--- config.mk ---
export PLATFORM = sky130hd
export DESIGN_NAME = positional_list_store
export DESIGN_NICKNAME = d
export VERILOG_FILES = /design/src/sv/pls_pkg.sv /design/src/sv/pls_ctrl.sv /design/src/sv/pls_cell.sv /design/src/sv/positional_list_store.sv
export SDC_FILE = /design/constraint.sdc
export NUM_CORES = 1
export LEC_CHECK = 0
export BUFFER_PORTS_ARGS = -buffer_cell sky130_fd_sc_hd__buf_2
export CAP_MARGIN = 5
export CORE_AREA = 2 2 294 296
export DETAILED_ROUTE_END_ITERATION = 7
export DIE_AREA = 0 0 296 298
export MAX_ROUTING_LAYER = met4
export PLACE_DENSITY = 0.63
export SLEW_MARGIN = 15
export SYNTH_ARGS = -nofsm -noshare
export SYNTH_HDL_FRONTEND = slang
export SYNTH_SLANG_ARGS = --single-unit
--- constraint.sdc ---
create_clock -name aclk -period 10.95 [get_ports aclk]
set_clock_uncertainty 0.1 [all_clocks]
set_input_delay 2.19 -clock aclk [delete_from_list [all_inputs] [get_ports aclk]]
set_output_delay 2.19 -clock aclk [all_outputs]
set_load 0.01 [all_outputs]
--- src/sv/pls_pkg.sv ---
`timescale 1ns / 1ps
// Shared types and constants for the positional list store.
// Used by pls_ctrl, pls_cell, positional_list_store, list_result_checker and tb; depends on nothing.

package pls_pkg;

    localparam int FUNC_W   = 3;
    localparam int POS_W    = 5;
    localparam int PAYLD_W  = 32;
    localparam int RDATA_W  = 32;
    localparam int COUNT_W  = 5;
    localparam int SLOT_W   = 8;
    localparam int IN_W     = FUNC_W + POS_W + PAYLD_W;

    typedef enum logic [FUNC_W-1:0] {
        OP_INSERT_AT    = 3'd0,
        OP_INSERT_FRONT = 3'd1,
        OP_INSERT_BACK  = 3'd2,
        OP_READ         = 3'd3,
        OP_REMOVE       = 3'd4
    } func_t;

    typedef enum logic [1:0] {
        ST_OK    = 2'd0,
        ST_RANGE = 2'd1,
        ST_FULL  = 2'd2
    } status_t;

    typedef struct packed {
        logic              ins;
        logic              rem;
        logic [SLOT_W-1:0] slot;
    } cell_cmd_t;

    typedef struct packed {
        logic [COUNT_W-1:0] entry_count;
        logic               empty_flag;
        status_t            status;
        logic [RDATA_W-1:0] read_data;
    } result_t;

    localparam int OUT_W = $bits(result_t);

endpackage

--- src/sv/pls_ctrl.sv ---
`timescale 1ns / 1ps
// Request decoder for the positional list store: range and full checks,
// the shift command broadcast to the cells, and the next entry count.
// Depends on pls_pkg.

module pls_ctrl
    import pls_pkg::*;
#(
    parameter int CAPACITY = 16,
    parameter int LEN_W    = 5
) (
    input  logic             req_valid,
    input  logic [FUNC_W-1:0] func,
    input  logic [POS_W-1:0] position,
    input  logic [LEN_W-1:0] length,
    output cell_cmd_t        cmd,
    output status_t          status,
    output logic             read_hit,
    output logic [LEN_W-1:0] length_next
);

    localparam int CMP_W = (LEN_W > POS_W) ? LEN_W : POS_W;

    logic [CMP_W-1:0] pos_ext;
    logic [CMP_W-1:0] len_ext;
    logic             full;
    logic             pos_past_end;
    logic             pos_at_or_past_end;

    assign pos_ext            = CMP_W'(position);
    assign len_ext            = CMP_W'(length);
    assign full               = (length == LEN_W'(CAPACITY));
    assign pos_past_end       = (pos_ext > len_ext);
    assign pos_at_or_past_end = (pos_ext >= len_ext);

    always_comb begin
        cmd      = '0;
        status   = ST_OK;
        read_hit = 1'b0;
        unique case (func_t'(func))
            OP_INSERT_AT: begin
                if (pos_past_end) begin
                    status = ST_RANGE;
                end else if (full) begin
                    status = ST_FULL;
                end else begin
                    cmd.ins  = req_valid;
                    cmd.slot = SLOT_W'(position);
                end
            end
            OP_INSERT_FRONT: begin
                if (full) begin
                    status = ST_FULL;
                end else begin
                    cmd.ins  = req_valid;
                    cmd.slot = '0;
                end
            end
            OP_INSERT_BACK: begin
                if (full) begin
                    status = ST_FULL;
                end else begin
                    cmd.ins  = req_valid;
                    cmd.slot = SLOT_W'(length);
                end
            end
            OP_READ: begin
                if (pos_at_or_past_end) begin
                    status = ST_RANGE;
                end else begin
                    read_hit = 1'b1;
                end
            end
            OP_REMOVE: begin
                if (pos_at_or_past_end) begin
                    status = ST_RANGE;
                end else begin
                    cmd.rem  = req_valid;
                    cmd.slot = SLOT_W'(position);
                end
            end
            default: begin
                status = ST_OK;
            end
        endcase
    end

    always_comb begin
        length_next = length;
        if (cmd.ins) begin
            length_next = length + LEN_W'(1);
        end else if (cmd.rem) begin
            length_next = length - LEN_W'(1);
        end
    end

endmodule

--- src/sv/pls_cell.sv ---
`timescale 1ns / 1ps
// One place of the list: holds a word and takes the new word, its left
// neighbor's word or its right neighbor's word as the command directs.
// Depends on pls_pkg.

module pls_cell
    import pls_pkg::*;
#(
    parameter int DATA_WIDTH = 32,
    parameter int INDEX      = 0
) (
    input  logic                  aclk,
    input  cell_cmd_t             cmd,
    input  logic [DATA_WIDTH-1:0] word,
    input  logic [DATA_WIDTH-1:0] left_q,
    input  logic [DATA_WIDTH-1:0] right_q,
    output logic [DATA_WIDTH-1:0] q
);

    localparam logic [SLOT_W:0] MY_INDEX = (SLOT_W + 1)'(INDEX);

    logic [DATA_WIDTH-1:0] entry_reg;
    logic [DATA_WIDTH-1:0] entry_next;
    logic [SLOT_W:0]       slot_ext;

    assign slot_ext = {1'b0, cmd.slot};

    always_comb begin
        entry_next = entry_reg;
        if (cmd.ins) begin
            if (MY_INDEX == slot_ext) begin
                entry_next = word;
            end else if (MY_INDEX > slot_ext) begin
                entry_next = left_q;
            end
        end else if (cmd.rem) begin
            if (MY_INDEX >= slot_ext) begin
                entry_next = right_q;
            end
        end
    end

    always_ff @(posedge aclk) begin
        entry_reg <= entry_next;
    end

    assign q = entry_reg;

endmodule

--- src/sv/positional_list_store.sv ---
`timescale 1ns / 1ps
// Top level of the positional list store: request decode, the row of cells
// and a two-deep result buffer. Depends on pls_pkg, pls_ctrl and pls_cell.

// The store keeps up to CAPACITY words in list order in a row of cells, one
// word per cell. An insert or a remove shifts every affected cell by one
// place in the same cycle that the request beat is accepted, so the block
// takes one beat per cycle; each result is registered before it reaches the
// master side. The slave side stalls only when both result registers hold
// beats that the master side has not taken. Reads select among the first
// min(CAPACITY, 32) cells through one multiplexer. Cells need no clearing
// after reset: only places below the current count are ever read. Positions
// are five bits wide and the entry count is reported in its low five bits.

module positional_list_store
    import pls_pkg::*;
#(
    parameter int CAPACITY   = 16,
    parameter int DATA_WIDTH = 32
) (
    input  logic             aclk,
    input  logic             aresetn,
    input  logic             s_tvalid,
    output logic             s_tready,
    // s_tdata: func [2:0], position [7:3], payload [39:8].
    input  logic [IN_W-1:0]  s_tdata,
    output logic             m_tvalid,
    input  logic             m_tready,
    // m_tdata: read_data [31:0], status [33:32], empty_flag [34],
    // entry_count [39:35].
    output logic [OUT_W-1:0] m_tdata
);

    localparam int LEN_W     = $clog2(CAPACITY + 1);
    localparam int RD_DEPTH  = (CAPACITY < 32) ? CAPACITY : 32;
    localparam int RD_IDX_W  = $clog2(RD_DEPTH);

    logic [FUNC_W-1:0]     func;
    logic [POS_W-1:0]      position;
    logic [PAYLD_W-1:0]    payload;
    logic [DATA_WIDTH-1:0] word;
    logic                  s_accept;
    logic                  m_pop;

    logic [LEN_W-1:0]      length_reg;
    logic [LEN_W-1:0]      length_next;
    cell_cmd_t             cmd;
    status_t               status;
    logic                  read_hit;

    logic [DATA_WIDTH-1:0] cell_q [CAPACITY];
    logic [DATA_WIDTH-1:0] rd_word;
    result_t               result;

    result_t               out_reg;
    result_t               out_next;
    logic                  out_valid_reg;
    logic                  out_valid_next;
    result_t               skid_reg;
    result_t               skid_next;
    logic                  skid_valid_reg;
    logic                  skid_valid_next;

    assign func     = s_tdata[FUNC_W-1:0];
    assign position = s_tdata[FUNC_W+POS_W-1:FUNC_W];
    assign payload  = s_tdata[IN_W-1:FUNC_W+POS_W];
    assign word     = DATA_WIDTH'(payload);

    assign s_tready = !skid_valid_reg;
    assign s_accept = s_tvalid && s_tready;
    assign m_tvalid = out_valid_reg;
    assign m_tdata  = out_reg;
    assign m_pop    = out_valid_reg && m_tready;

    pls_ctrl #(
        .CAPACITY (CAPACITY),
        .LEN_W    (LEN_W)
    ) u_ctrl (
        .req_valid   (s_accept),
        .func        (func),
        .position    (position),
        .length      (length_reg),
        .cmd         (cmd),
        .status      (status),
        .read_hit    (read_hit),
        .length_next (length_next)
    );

    for (genvar i = 0; i < CAPACITY; i++) begin : g_cell
        logic [DATA_WIDTH-1:0] left_q;
        logic [DATA_WIDTH-1:0] right_q;

        if (i == 0) begin : g_first
            assign left_q = word;
        end else begin : g_left
            assign left_q = cell_q[i-1];
        end

        if (i == CAPACITY - 1) begin : g_last
            assign right_q = cell_q[i];
        end else begin : g_right
            assign right_q = cell_q[i+1];
        end

        pls_cell #(
            .DATA_WIDTH (DATA_WIDTH),
            .INDEX      (i)
        ) u_cell (
            .aclk    (aclk),
            .cmd     (cmd),
            .word    (word),
            .left_q  (left_q),
            .right_q (right_q),
            .q       (cell_q[i])
        );
    end

    assign rd_word = cell_q[position[RD_IDX_W-1:0]];

    always_comb begin
        result.read_data   = read_hit ? RDATA_W'(rd_word) : '0;
        result.status      = status;
        result.empty_flag  = (length_next == '0);
        result.entry_count = COUNT_W'(length_next);
    end

    always_comb begin
        out_next        = out_reg;
        out_valid_next  = out_valid_reg;
        skid_next       = skid_reg;
        skid_valid_next = skid_valid_reg;
        if (m_pop) begin
            if (skid_valid_reg) begin
                out_next        = skid_reg;
                skid_valid_next = 1'b0;
            end else begin
                out_next       = result;
                out_valid_next = s_accept;
            end
        end else if (s_accept) begin
            if (!out_valid_reg) begin
                out_next       = result;
                out_valid_next = 1'b1;
            end else begin
                skid_next       = result;
                skid_valid_next = 1'b1;
            end
        end
    end

    always_ff @(posedge aclk) begin
        if (!aresetn) begin
            length_reg     <= '0;
            out_valid_reg  <= 1'b0;
            skid_valid_reg <= 1'b0;
        end else begin
            if (s_accept) begin
                length_reg <= length_next;
            end
            out_valid_reg  <= out_valid_next;
            skid_valid_reg <= skid_valid_next;
        end
    end

    always_ff @(posedge aclk) begin
        out_reg  <= out_next;
        skid_reg <= skid_next;
    end

`ifndef SYNTHESIS
    a_skid_behind_out : assert property (@(posedge aclk) disable iff (!aresetn)
        skid_valid_reg |-> out_valid_reg)
        else $error("Result buffer holds a beat behind an empty output register.");

    a_length_bound : assert property (@(posedge aclk) disable iff (!aresetn)
        length_reg <= LEN_W'(CAPACITY))
        else $error("Entry count exceeds the capacity.");

    a_insert_grows : assert property (@(posedge aclk) disable iff (!aresetn)
        cmd.ins |=> length_reg == $past(length_reg) + LEN_W'(1))
        else $error("Accepted insert did not grow the list by one entry.");

    a_fail_no_data : assert property (@(posedge aclk) disable iff (!aresetn)
        (out_valid_reg && out_reg.status != ST_OK) |-> out_reg.read_data == '0)
        else $error("Failed request returned nonzero read data.");
`endif

endmodule

## Word-level counts from Yosys, hierarchy flattened

Cells that the tools add are included.
W data, S select, Z words.

- Logic and storage cells: 255
- Output and inout port bits: 42
- Register bits after elaboration: 599

- Muxes and demuxes: 105
- Equality and inequality tests: 37
- Bitwise gates (word level): 3
- $add $sub $neg: 2
- Reduce and logical (&&, ||, !) cells: 47
- Magnitude comparators: 34

Operator list:

| kind | count |
|---|---|
| $mux W32 | 80 |
| $mux W40 | 4 |
| $bmux W32 S4 | 1 |
| $eq A4 B8 Y1 const A | 8 |
| $gt A4 B8 Y1 const A | 8 |
| $ge A4 B8 Y1 const A | 7 |
| $reduce_and A3 Y1 | 16 |
| $ne A3 B1 Y1 const B | 15 |
| $reduce_bool A2 Y1 | 18 |
| $eq A3 B8 Y1 const A | 4 |
| $ge A3 B8 Y1 const A | 4 |
| $gt A3 B8 Y1 const A | 4 |
| $pmux W8 S3 | 1 |
| $mux W5 | 4 |
| $eq A2 B8 Y1 const A | 2 |
| $ge A1 B8 Y1 const A | 2 |
| $ge A2 B8 Y1 const A | 2 |
| $gt A1 B8 Y1 const A | 2 |
| $gt A2 B8 Y1 const A | 2 |
| $logic_not A9 Y1 | 1 |
| $mux W1 | 9 |
| $mux W9 | 1 |
| $eq A1 B8 Y1 const A | 1 |
| $mux W8 | 1 |
| other kinds (21) | 31 |

## Logic depth before layout (Yosys ltp)

Gate-level depths: netlist of run 1.

- Word-level depth: 10
- Mapped depth: 16

## Modules after synthesis

From an unflattened synthesis of run 1, not the netlist that was laid out.

- Cell total of the unflattened synthesis: 3774
- Area total of the unflattened synthesis: 37096.8 um^2

By module, submodules not included:

| module | cells an instance | sequential area each (um^2) | area an instance (um^2) | instances |
|---|---|---|---|---|
| positional_list_store | 725 | 2542.4 | 7604.8 | 1 |
| pls_cell at g_cell[6].u_cell | 190 | 960.9 | 1979.4 | 1 |
| pls_cell at g_cell[1].u_cell | 177 | 960.9 | 1916.8 | 1 |
| pls_cell at g_cell[10].u_cell | 187 | 960.9 | 1886.8 | 1 |
| pls_cell at g_cell[3].u_cell | 190 | 960.9 | 1844.3 | 1 |
| pls_cell at g_cell[2].u_cell | 190 | 960.9 | 1833.0 | 1 |
| pls_cell at g_cell[8].u_cell | 185 | 960.9 | 1809.2 | 1 |
| pls_cell at g_cell[4].u_cell | 187 | 960.9 | 1789.2 | 1 |
| pls_cell at g_cell[11].u_cell | 186 | 960.9 | 1773.0 | 1 |
| pls_cell at g_cell[7].u_cell | 187 | 960.9 | 1773.0 | 1 |
| pls_cell at g_cell[14].u_cell | 186 | 960.9 | 1771.7 | 1 |
| pls_cell at g_cell[12].u_cell | 187 | 960.9 | 1770.4 | 1 |
| pls_cell at g_cell[13].u_cell | 186 | 960.9 | 1767.9 | 1 |
| pls_cell at g_cell[5].u_cell | 186 | 960.9 | 1765.4 | 1 |
| +4 rows | n/a | n/a | n/a | n/a |

## Worst setup path after synthesis of run 1

No wires, ideal clock.

- Path type: input-to-reg
- Start point: input s_tdata[3]
- End point: register g_cell[9].u_cell.entry_reg[0], enable pin
- Setup time: 0.392 ns
- Arrival time: 8.103 ns
- Stages: 13
- Setup slack: 2.355 ns
- Cells stage by stage: clkbuf_1 > buf_2 > buf_2 > clkbuf_1 > inv_1 > ha_1 > and3_1 > a2111oi_0 > and3_1 > buf_2 > o21ai_0 > o31ai_1 > and2_1

- Cells in the longest elaborated chain, start to end: 6

Ends and longest elaborated chain:

| element | RTL line | text |
|---|---|---|
| start: declaration | positional_list_store.sv:26 | `input logic [IN_W-1:0] s_tdata,` |
| $ge A5 B5 Y1 (tied with other cells) | pls_ctrl.sv:34 | `assign pos_at_or_past_end = (pos_ext >= len_ext);` |
| $mux W9 or $mux W8 (tied branches) | pls_ctrl.sv:75, pls_ctrl.sv:42 |  |
| $pmux W8 S3 | pls_ctrl.sv:40 | `unique case (func_t'(func))` |
| $gt A4 B8 Y1 (tied with other cells) | pls_cell.sv:33 | `end else if (MY_INDEX > slot_ext) begin` |
| $ne A3 B1 Y1 (no source line) or $reduce_bool A2 Y1 (tied branches) | n/a |  |
| $reduce_and A3 Y1 (no source line) (*) | n/a |  |
| end signal: assignment | pls_cell.sv:44 | `entry_reg <= entry_next;` |
| end: declaration | pls_cell.sv:22 | `logic [DATA_WIDTH-1:0] entry_reg;` |

Every way passes the cells marked *; elsewhere a longest branch is shown, timed or not.
A chain may end at the register's enable or synchronous reset.

## Worst setup path after layout of run 1

- Start point: input s_tdata[5]
- End point: register g_cell[12].u_cell.entry_reg[9], enable pin

- Cells in the longest elaborated chain, start to end: 6

Ends and longest elaborated chain:

| element | RTL line |
|---|---|
| $ge A5 B5 Y1 (tied with other cells) | pls_ctrl.sv:34 |
| $mux W9 or $mux W8 (tied branches) | pls_ctrl.sv:75, pls_ctrl.sv:42 |
| $pmux W8 S3 | pls_ctrl.sv:40 |
| $gt A4 B8 Y1 (tied with other cells) | pls_cell.sv:33 |
| $ne A3 B1 Y1 (no source line) or $reduce_bool A2 Y1 (tied branches) | n/a |
| $reduce_and A3 Y1 (no source line) (*) | n/a |
| end signal: assignment | pls_cell.sv:44 |
| end: declaration | pls_cell.sv:22 |

Marked as above.

==> flow_summary_export.csv, run 1 <==
group,metric,value,unit
cells_and_area,design_area,37100,um2
cells_and_area,final_cell_mix,"nand2_1 (652), edfxtp_1 (592), o21ai_0 (183), nor2_1 (170)",
synthesis,netlist_area,33700,um2
grt,grt_max_degree,229,
grt,grt_util_all_layers,24.0,%
die,initial_utilization,39.7,%
clocking,clock_sinks,599,
grt,grt_pass1_wl,156,mm
power,power_frac_clock,38.1,%
place,placed_area,35000,um2
synthesis,syn_avg_cell_area,11.2,um2
critical_path,endpoint_kind,"flip-flop",
synthesis,ys_async_sr_fraction,0,%
clocking,cts_tree,"built",
power,switchingPower,1.58,mW
critical_path,required,11090,ps
critical_path,ff2ff_setup_slack,5890,ps
die,die_x,296,um
critical_path,path_class,"in2reg",
timing,min_period_over_period,59.9,%
clocking,cts_root_buffer,"clkbuf_16",
cells_and_area,final_nets,2974,
die,rows,107,
drt,drtAntennaViolNets,0,
clocking,cts_resized,0,
critical_path,start_kind,"input port",
synthesis,synth_ff_type,"edfxtp_1",
grt,antenna_found_initial,9,
grt,grt_pass1_vias,24057,
clocking,holdBufCountCts,0,
critical_path,cp_data_arrival_time,6700,ps
timing,maxSlewViolCount,0,
synthesis,yosysWarnings,0,
power,leakage,13.3,nW
drt,wl_per_cell,25.1,um
drt,dr_total_vias,25139,
place,gp_congestion,0.878,
place,dp_hpwl,60.0,mm
clocking,numCtsBuffers,68,
power,p_per_area,158,nW/um2
drt,viasPerCell,6.09,
timing,rsz0062_at_grt,"false",
die,die_y,298,um
timing,tightest_slew,1170,ps
die,die-area,88200,um2
clocking,clk_latency,620,ps
cells_and_area,area_growth,10.1,%
place,numPortBuffers,85,
drt,drc,0,
timing,setup_tns,0,ps
critical_path,cp_max_fo,56,
synthesis,synth_cell_type_count,63,
outcome,outcome,"completed",
clocking,clk_path_buf_depth,3,
synthesis,yosysSeqAreaShare,53.1,%
power,p_int,4.30,mW
die,ios,86,
drt,drtIter0Drc,3306,
power,switching_share,26.9,%
timing,relSlewSlack,21.5,%
timing,fmax,152,MHz
synthesis,synthCells,3000,
power,combPwrFrac,13.6,%
clocking,cts_htree_levels,3,
cells_and_area,nFillCells,7870,
die,coreArea,84900,um2
drt,drt_pass1_iterations,5,
cells_and_area,final_common_cell,"nand2_1",
clocking,cts_setup_buffers,0,
timing,final-setup-viol-count,0,
drt,wirelength,104,mm
run,maxCapViolCount,0,
min_path,hold_path.class,"reg2reg",
synthesis,synth-edff-count,592,
synthesis,synthesis.nets,3052,
power,vdd_drop_max,0.0992,mV
synthesis,synth_seq_cells,599,
cells_and_area,drive_gt1_share,18.2,%
power,pwr-share-seq,48.3,%
grt,overflow,0,
timing,hold_viol_final,0,
cells_and_area,largest_reg_flops,512,
timing,timing.final.crit_period,6560,ps
clocking,clk_pin_slew,60,ps
critical path: stages:
cell	delay (ps)
buf_2	80
buf_4	620
ha_1	360
or2_2	330
o311ai_4	100
a311o_1	400
and2_4	670
o21ai_0	440
a21o_1	340
a211oi_4	560
buf_4	510
per-stage QoR:
| step | util (%) | setup slack [ps] | total power [mW] | hold slack (ps) | instances |
|---|---|---|---|---|---|
| 2_1_floorplan | - | 2360 | 3.40 | 384 | 3000 |
| 3_3_place_gp | 41.2 | 3880 | 3.66 | 389 | 3996 |
| 3_5_place_dp | 41.2 | 3850 | 3.68 | 395 | 3996 |
| 4_1_cts | 43.7 | 4430 | 5.90 | 410 | 4120 |
| 5_1_grt | 43.7 | 4210 | 6.08 | 431 | 4126 |
| 6_report | 43.7 | 4390 | 5.89 | 407 | 4127 |
power groups by stage:
| stage | sequential, mW | clock, mW | combinational, mW |
|---|---|---|---|
| 2_1_floorplan | 2.86 | 0 | 0.540 |
| 3_3_place_gp | 2.89 | 0 | 0.772 |
| 3_5_place_dp | 2.89 | 0 | 0.789 |
| 4_1_cts | 2.84 | 2.27 | 0.791 |
| 5_1_grt | 2.86 | 2.35 | 0.867 |
| 6_report | 2.84 | 2.24 | 0.799 |
synth_stat cells, types with 5 or more instances:
master    count  share of area, %
a21oi_1     153               2.3
a31oi_1     120               2.2
and2_1       13              0.24
and3_1       37              0.69
buf_1        26              0.29
buf_2        40              0.59
buf_4         9              0.20
buf_6        19              0.63
clkbuf_1    193               2.1
dfxtp_1       7              0.42
edfxtp_1    592                53
ha_1          8              0.30
inv_1        11              0.12
mux2_2       36               1.2
mux2i_1     160               4.8
mux4_2      160                11
nand2_1     654               7.3
nand3_1     124               1.8
nand3_2      19              0.56
nor2_1      183               2.0
nor3_1        7              0.10
o211ai_1     95               2.1
o211ai_2     35               1.3
o21a_1        5              0.11
o21ai_0     184               2.7
o21ai_1      48              0.71
o31ai_1       5              0.11
final timing paths:
check,from,to,cells after the start
setup / recovery,s_tdata[5],g_cell[12].u_cell.q[9],11
hold / removal,skid_reg[14],m_tdata[14],2
setup reg to reg,length_reg[1],g_cell[12].u_cell.q[9],10
hold reg to reg,skid_reg[14],m_tdata[14],2
cell families (layout without fill, tap and decap cells):
group           count (synthesis)  in the layout  share of synthesized area, %
compound gates                672            672                          12.4
xor+xnor                        4              4                         0.104
other cells                     0              7                             0
buf+inv                       298            274                          3.99
flops                         599            599                          53.1
mux                           356            356                          16.6
fa+ha+maj                       8              8                         0.297
simple gates                 1063           1063                          13.4
final cells by class:
cell class | count | area [um2] | area share [%]
flip-flops and latches | 599 | 17900 | 48.2
multi-input cells | 2103 | 14700 | 39.6
clock buffers | 88 | 1860 | 5.01
well taps | 1144 | 1430 | 3.85
repair buffers | 139 | 898 | 2.42
clock inverters | 36 | 270 | 0.728
inverters | 11 | 41.3 | 0.111
diodes | 7 | 17.5 | 0.0472
layer usage:
metal | track usage (%) | share of wire (%) | wire length (um) | vias to the layer above
met5 | - | 0 | 0 | -
met4 | 7.47 | 2.7 | 2780 | 0
met3 | 5.61 | 11 | 11100 | 187
met2 | 34.4 | 44 | 46100 | 1365
met1 | 33.6 | 42 | 43700 | 12453
li1 | - | - | - | 11134
Note: power is estimated with default switching activity, not from simulation.
==> inputs of run 2 (changes only) <==
ABC_AREA = 1   (was not set)
CORE_AREA = 2 2 307 309   (was 2 2 294 296)
DIE_AREA = 0 0 309 311   (was 0 0 296 298)
clock period = 6.3 ns   (was 10.95 ns; I/O delays follow)
==> run 2 against run 1 <==
Via count increased by 38%. Area after synthesis increased by 9.5%. Die area increased by 8.9%. Global-route usage increased by 4.5 points. Largest power group unchanged. Highest routed layer unchanged.
==> flow_summary_export.csv, run 2 <==
group,metric,value,unit
die,die_y,311,um
cells_and_area,final_common_cell,"nand2_1",
synthesis,synth-edff-count,592,
cells_and_area,area_growth,10.2,%
critical_path,crit_chain,"buf_8, inv_2, ha_1, nand2_1, nand2_1, nand2_1, nor2_1, nor2_4, inv_2, nor2_4, buf_4, nand2_2, buf_4, nand2_1, nand3_1, nand2_1",
critical_path,worst-r2r-cell-count,12,
clocking,cts_tree,"built",
synthesis,synthesis.nets,5047,
grt,overflow,0,
min_path,hold_path.class,"reg2reg",
place,gp_congestion,0.907,
cells_and_area,largest_reg_flops,512,
grt,grt_max_degree,195,
clocking,clk_path_buf_depth,3,
clocking,clk_latency,640,ps
clocking,numCtsBuffers,70,
timing,relSlewSlack,16.8,%
timing,rsz0062_at_grt,"false",
min_path,min_delay_path_depth,2,
timing,fmax,210,MHz
power,p_per_area,253,nW/um2
timing,min_period_over_period,75.5,%
cells_and_area,nFillCells,9453,
place,numPortBuffers,85,
drt,viasPerCell,5.62,
timing,timing.final.crit_period,4760,ps
synthesis,ys_async_sr_fraction,0,%
cells_and_area,regArea,17900,um2
timing,maxSlewViolCount,0,
synthesis,yosysSeqAreaShare,48.5,%
critical_path,path_class,"in2reg",
power,totalPowerFinal,10.3,mW
synthesis,synth_seq_cells,599,
cells_and_area,final_cell_mix,"nand2_1 (1,869), nand3_1 (838), edfxtp_1 (592), inv_1 (520), o21ai_0 (286)",
timing,hold-worst-slack,399,ps
critical_path,cp_slowest_cell,"nand2_2",
cells_and_area,drive_gt1_share,6.89,%
drt,wl_per_cell,21.9,um
place,dp_slack,1080,ps
grt,grt_pass1_wl,203,mm
drt,dr_total_vias,34756,
drt,drtAntennaViolNets,0,
drt,wirelength,135,mm
critical_path,endpoint_kind,"flip-flop",
synthesis,yosysTopAreaCell,"edfxtp_1",
synthesis,synth_most_common_cell,"nand2_1",
power,vdd_drop_max,0.210,mV
synthesis,netlist_area,36900,um2
run,maxCapViolCount,0,
drt,drc,0,
critical_path,cp_max_fo,62,
synthesis,yosysWarnings,0,
timing,final-setup-viol-count,0,
synthesis,synth.area.top_cells,"edfxtp_1 (48%), nand2_1 (19%), nand3_1 (11%)",
clocking,cts_resized,0,
synthesis,syn_avg_cell_area,7.39,um2
critical_path,start_kind,"input port",
critical_path,cp_data_arrival_time,5140,ps
clocking,clk_pin_slew,60,ps
synthesis,synthCells,4995,
clocking,cts_htree_levels,3,
die,initial_utilization,39.8,%
drt,drtIter0Drc,5227,
synthesis,synth_ff_type,"edfxtp_1",
drt,drt_pass1_iterations,8,
grt,grt_util_all_layers,28.4,%
grt,grt_pass1_vias,32042,
place,dp_hpwl,78.3,mm
die,rows,112,
cells_and_area,multiInputGateArea,15500,um2
critical_path,crit_buf_inv,5,
timing,worst_slack,1540,ps
cells_and_area,final_nets,4917,
clocking,cts_root_buffer,"clkbuf_16",
clocking,holdBufCountCts,0,
min_path,worstHoldStart,"skid_valid_reg",
timing,hold_viol_final,0,
die,die-area,96100,um2
critical_path,crit_top_cell,"nand2_1",
synthesis,synth_cell_type_count,32,
die,ios,86,
synthesis,yosys-top-cells-count,"nand2_1 (1,869), nand3_1 (838), edfxtp_1 (592), inv_1 (524), o21ai_0 (287)",
power,leakage,18.6,nW
timing,tightest_slew,1250,ps
synthesis,yosysTopAreaCellShare,48.1,%
die,coreArea,92800,um2
clocking,clock_sinks,599,
critical_path,cp_slowest_stage_delay,560,ps
grt,antenna_found_initial,3,
critical_path,cp_top_family,"simple AND/OR/NAND/NOR gates",
critical_path,worst-path-stages,16,
critical_path,crit_path_start,"s_tdata[3]",
timing,setup_tns,0,ps
critical_path,timing.rr.start,"length_reg[2]",
outcome,outcome,"completed",
die,die_x,309,um
critical_path,required,6680,ps
clocking,cts_setup_buffers,0,
-- run 2: per-stage QoR --
step,cells,utilization (%),cell area [um2]
4_1_cts,6175,43.8,40700
3_5_place_dp,6046,41.5,38500
5_1_grt,6179,43.9,40700
3_3_place_gp,6046,41.5,38500
2_1_floorplan,4995,-,36900
6_report,6180,43.9,40700
-- run 2: layout make-up --
class                           count  share of cell area [%]
Clock buffer                       93                    4.72
Sequential cell                   599                    44.0
Clock inverter                     36                   0.633
Timing Repair Buffer              178                    3.63
Antenna cell                        4                  0.0246
Multi-Input combinational cell   3479                    38.1
Tap cell                         1254                    3.86
Inverter                          537                    4.98
-- run 2: path summary, 6_finish.rpt --
| check | endpoint | slack, ps |
|---|---|---|
| min | skid_valid_reg | 400 |
| max reg2reg | g_cell[12].u_cell.q[31] | 1710 |
| min reg2reg | skid_valid_reg | 400 |
| max | g_cell[12].u_cell.q[31] | 1540 |
-- run 2: kinds of logic after synthesis --
logic type / Yosys count / share of synthesized area (%)
flops: 599 / 48.5
xor+xnor: 5 / 0.119
simple gates: 2875 / 32.5
buf+inv: 917 / 10.0
fa+ha+maj: 8 / 0.271
compound gates: 591 / 8.55
-- run 2: per-layer routing --
layer	vias up	wire [um]	GRT usage, %
met5	-	0	-
met4	0	6550	13.0
met3	350	14600	5.39
met2	2072	59800	41.3
met1	16240	54500	38.3
li1	16094	-	-
-- run 2: tightest hold or removal path: stages (launching register included) --
cell	delay, ps
dfxtp_1	340
a21oi_1	50
nor2_1	70
-- run 2: report_power, final --
part           leakage [nW]  switching (mW)  internal, mW  total, mW
Combinational          11.9            1.07         0.389       1.46
Clock                  1.06            1.75          2.27       4.03
Sequential             5.60           0.118          4.68       4.79
Total                  18.6            2.94          7.34       10.3
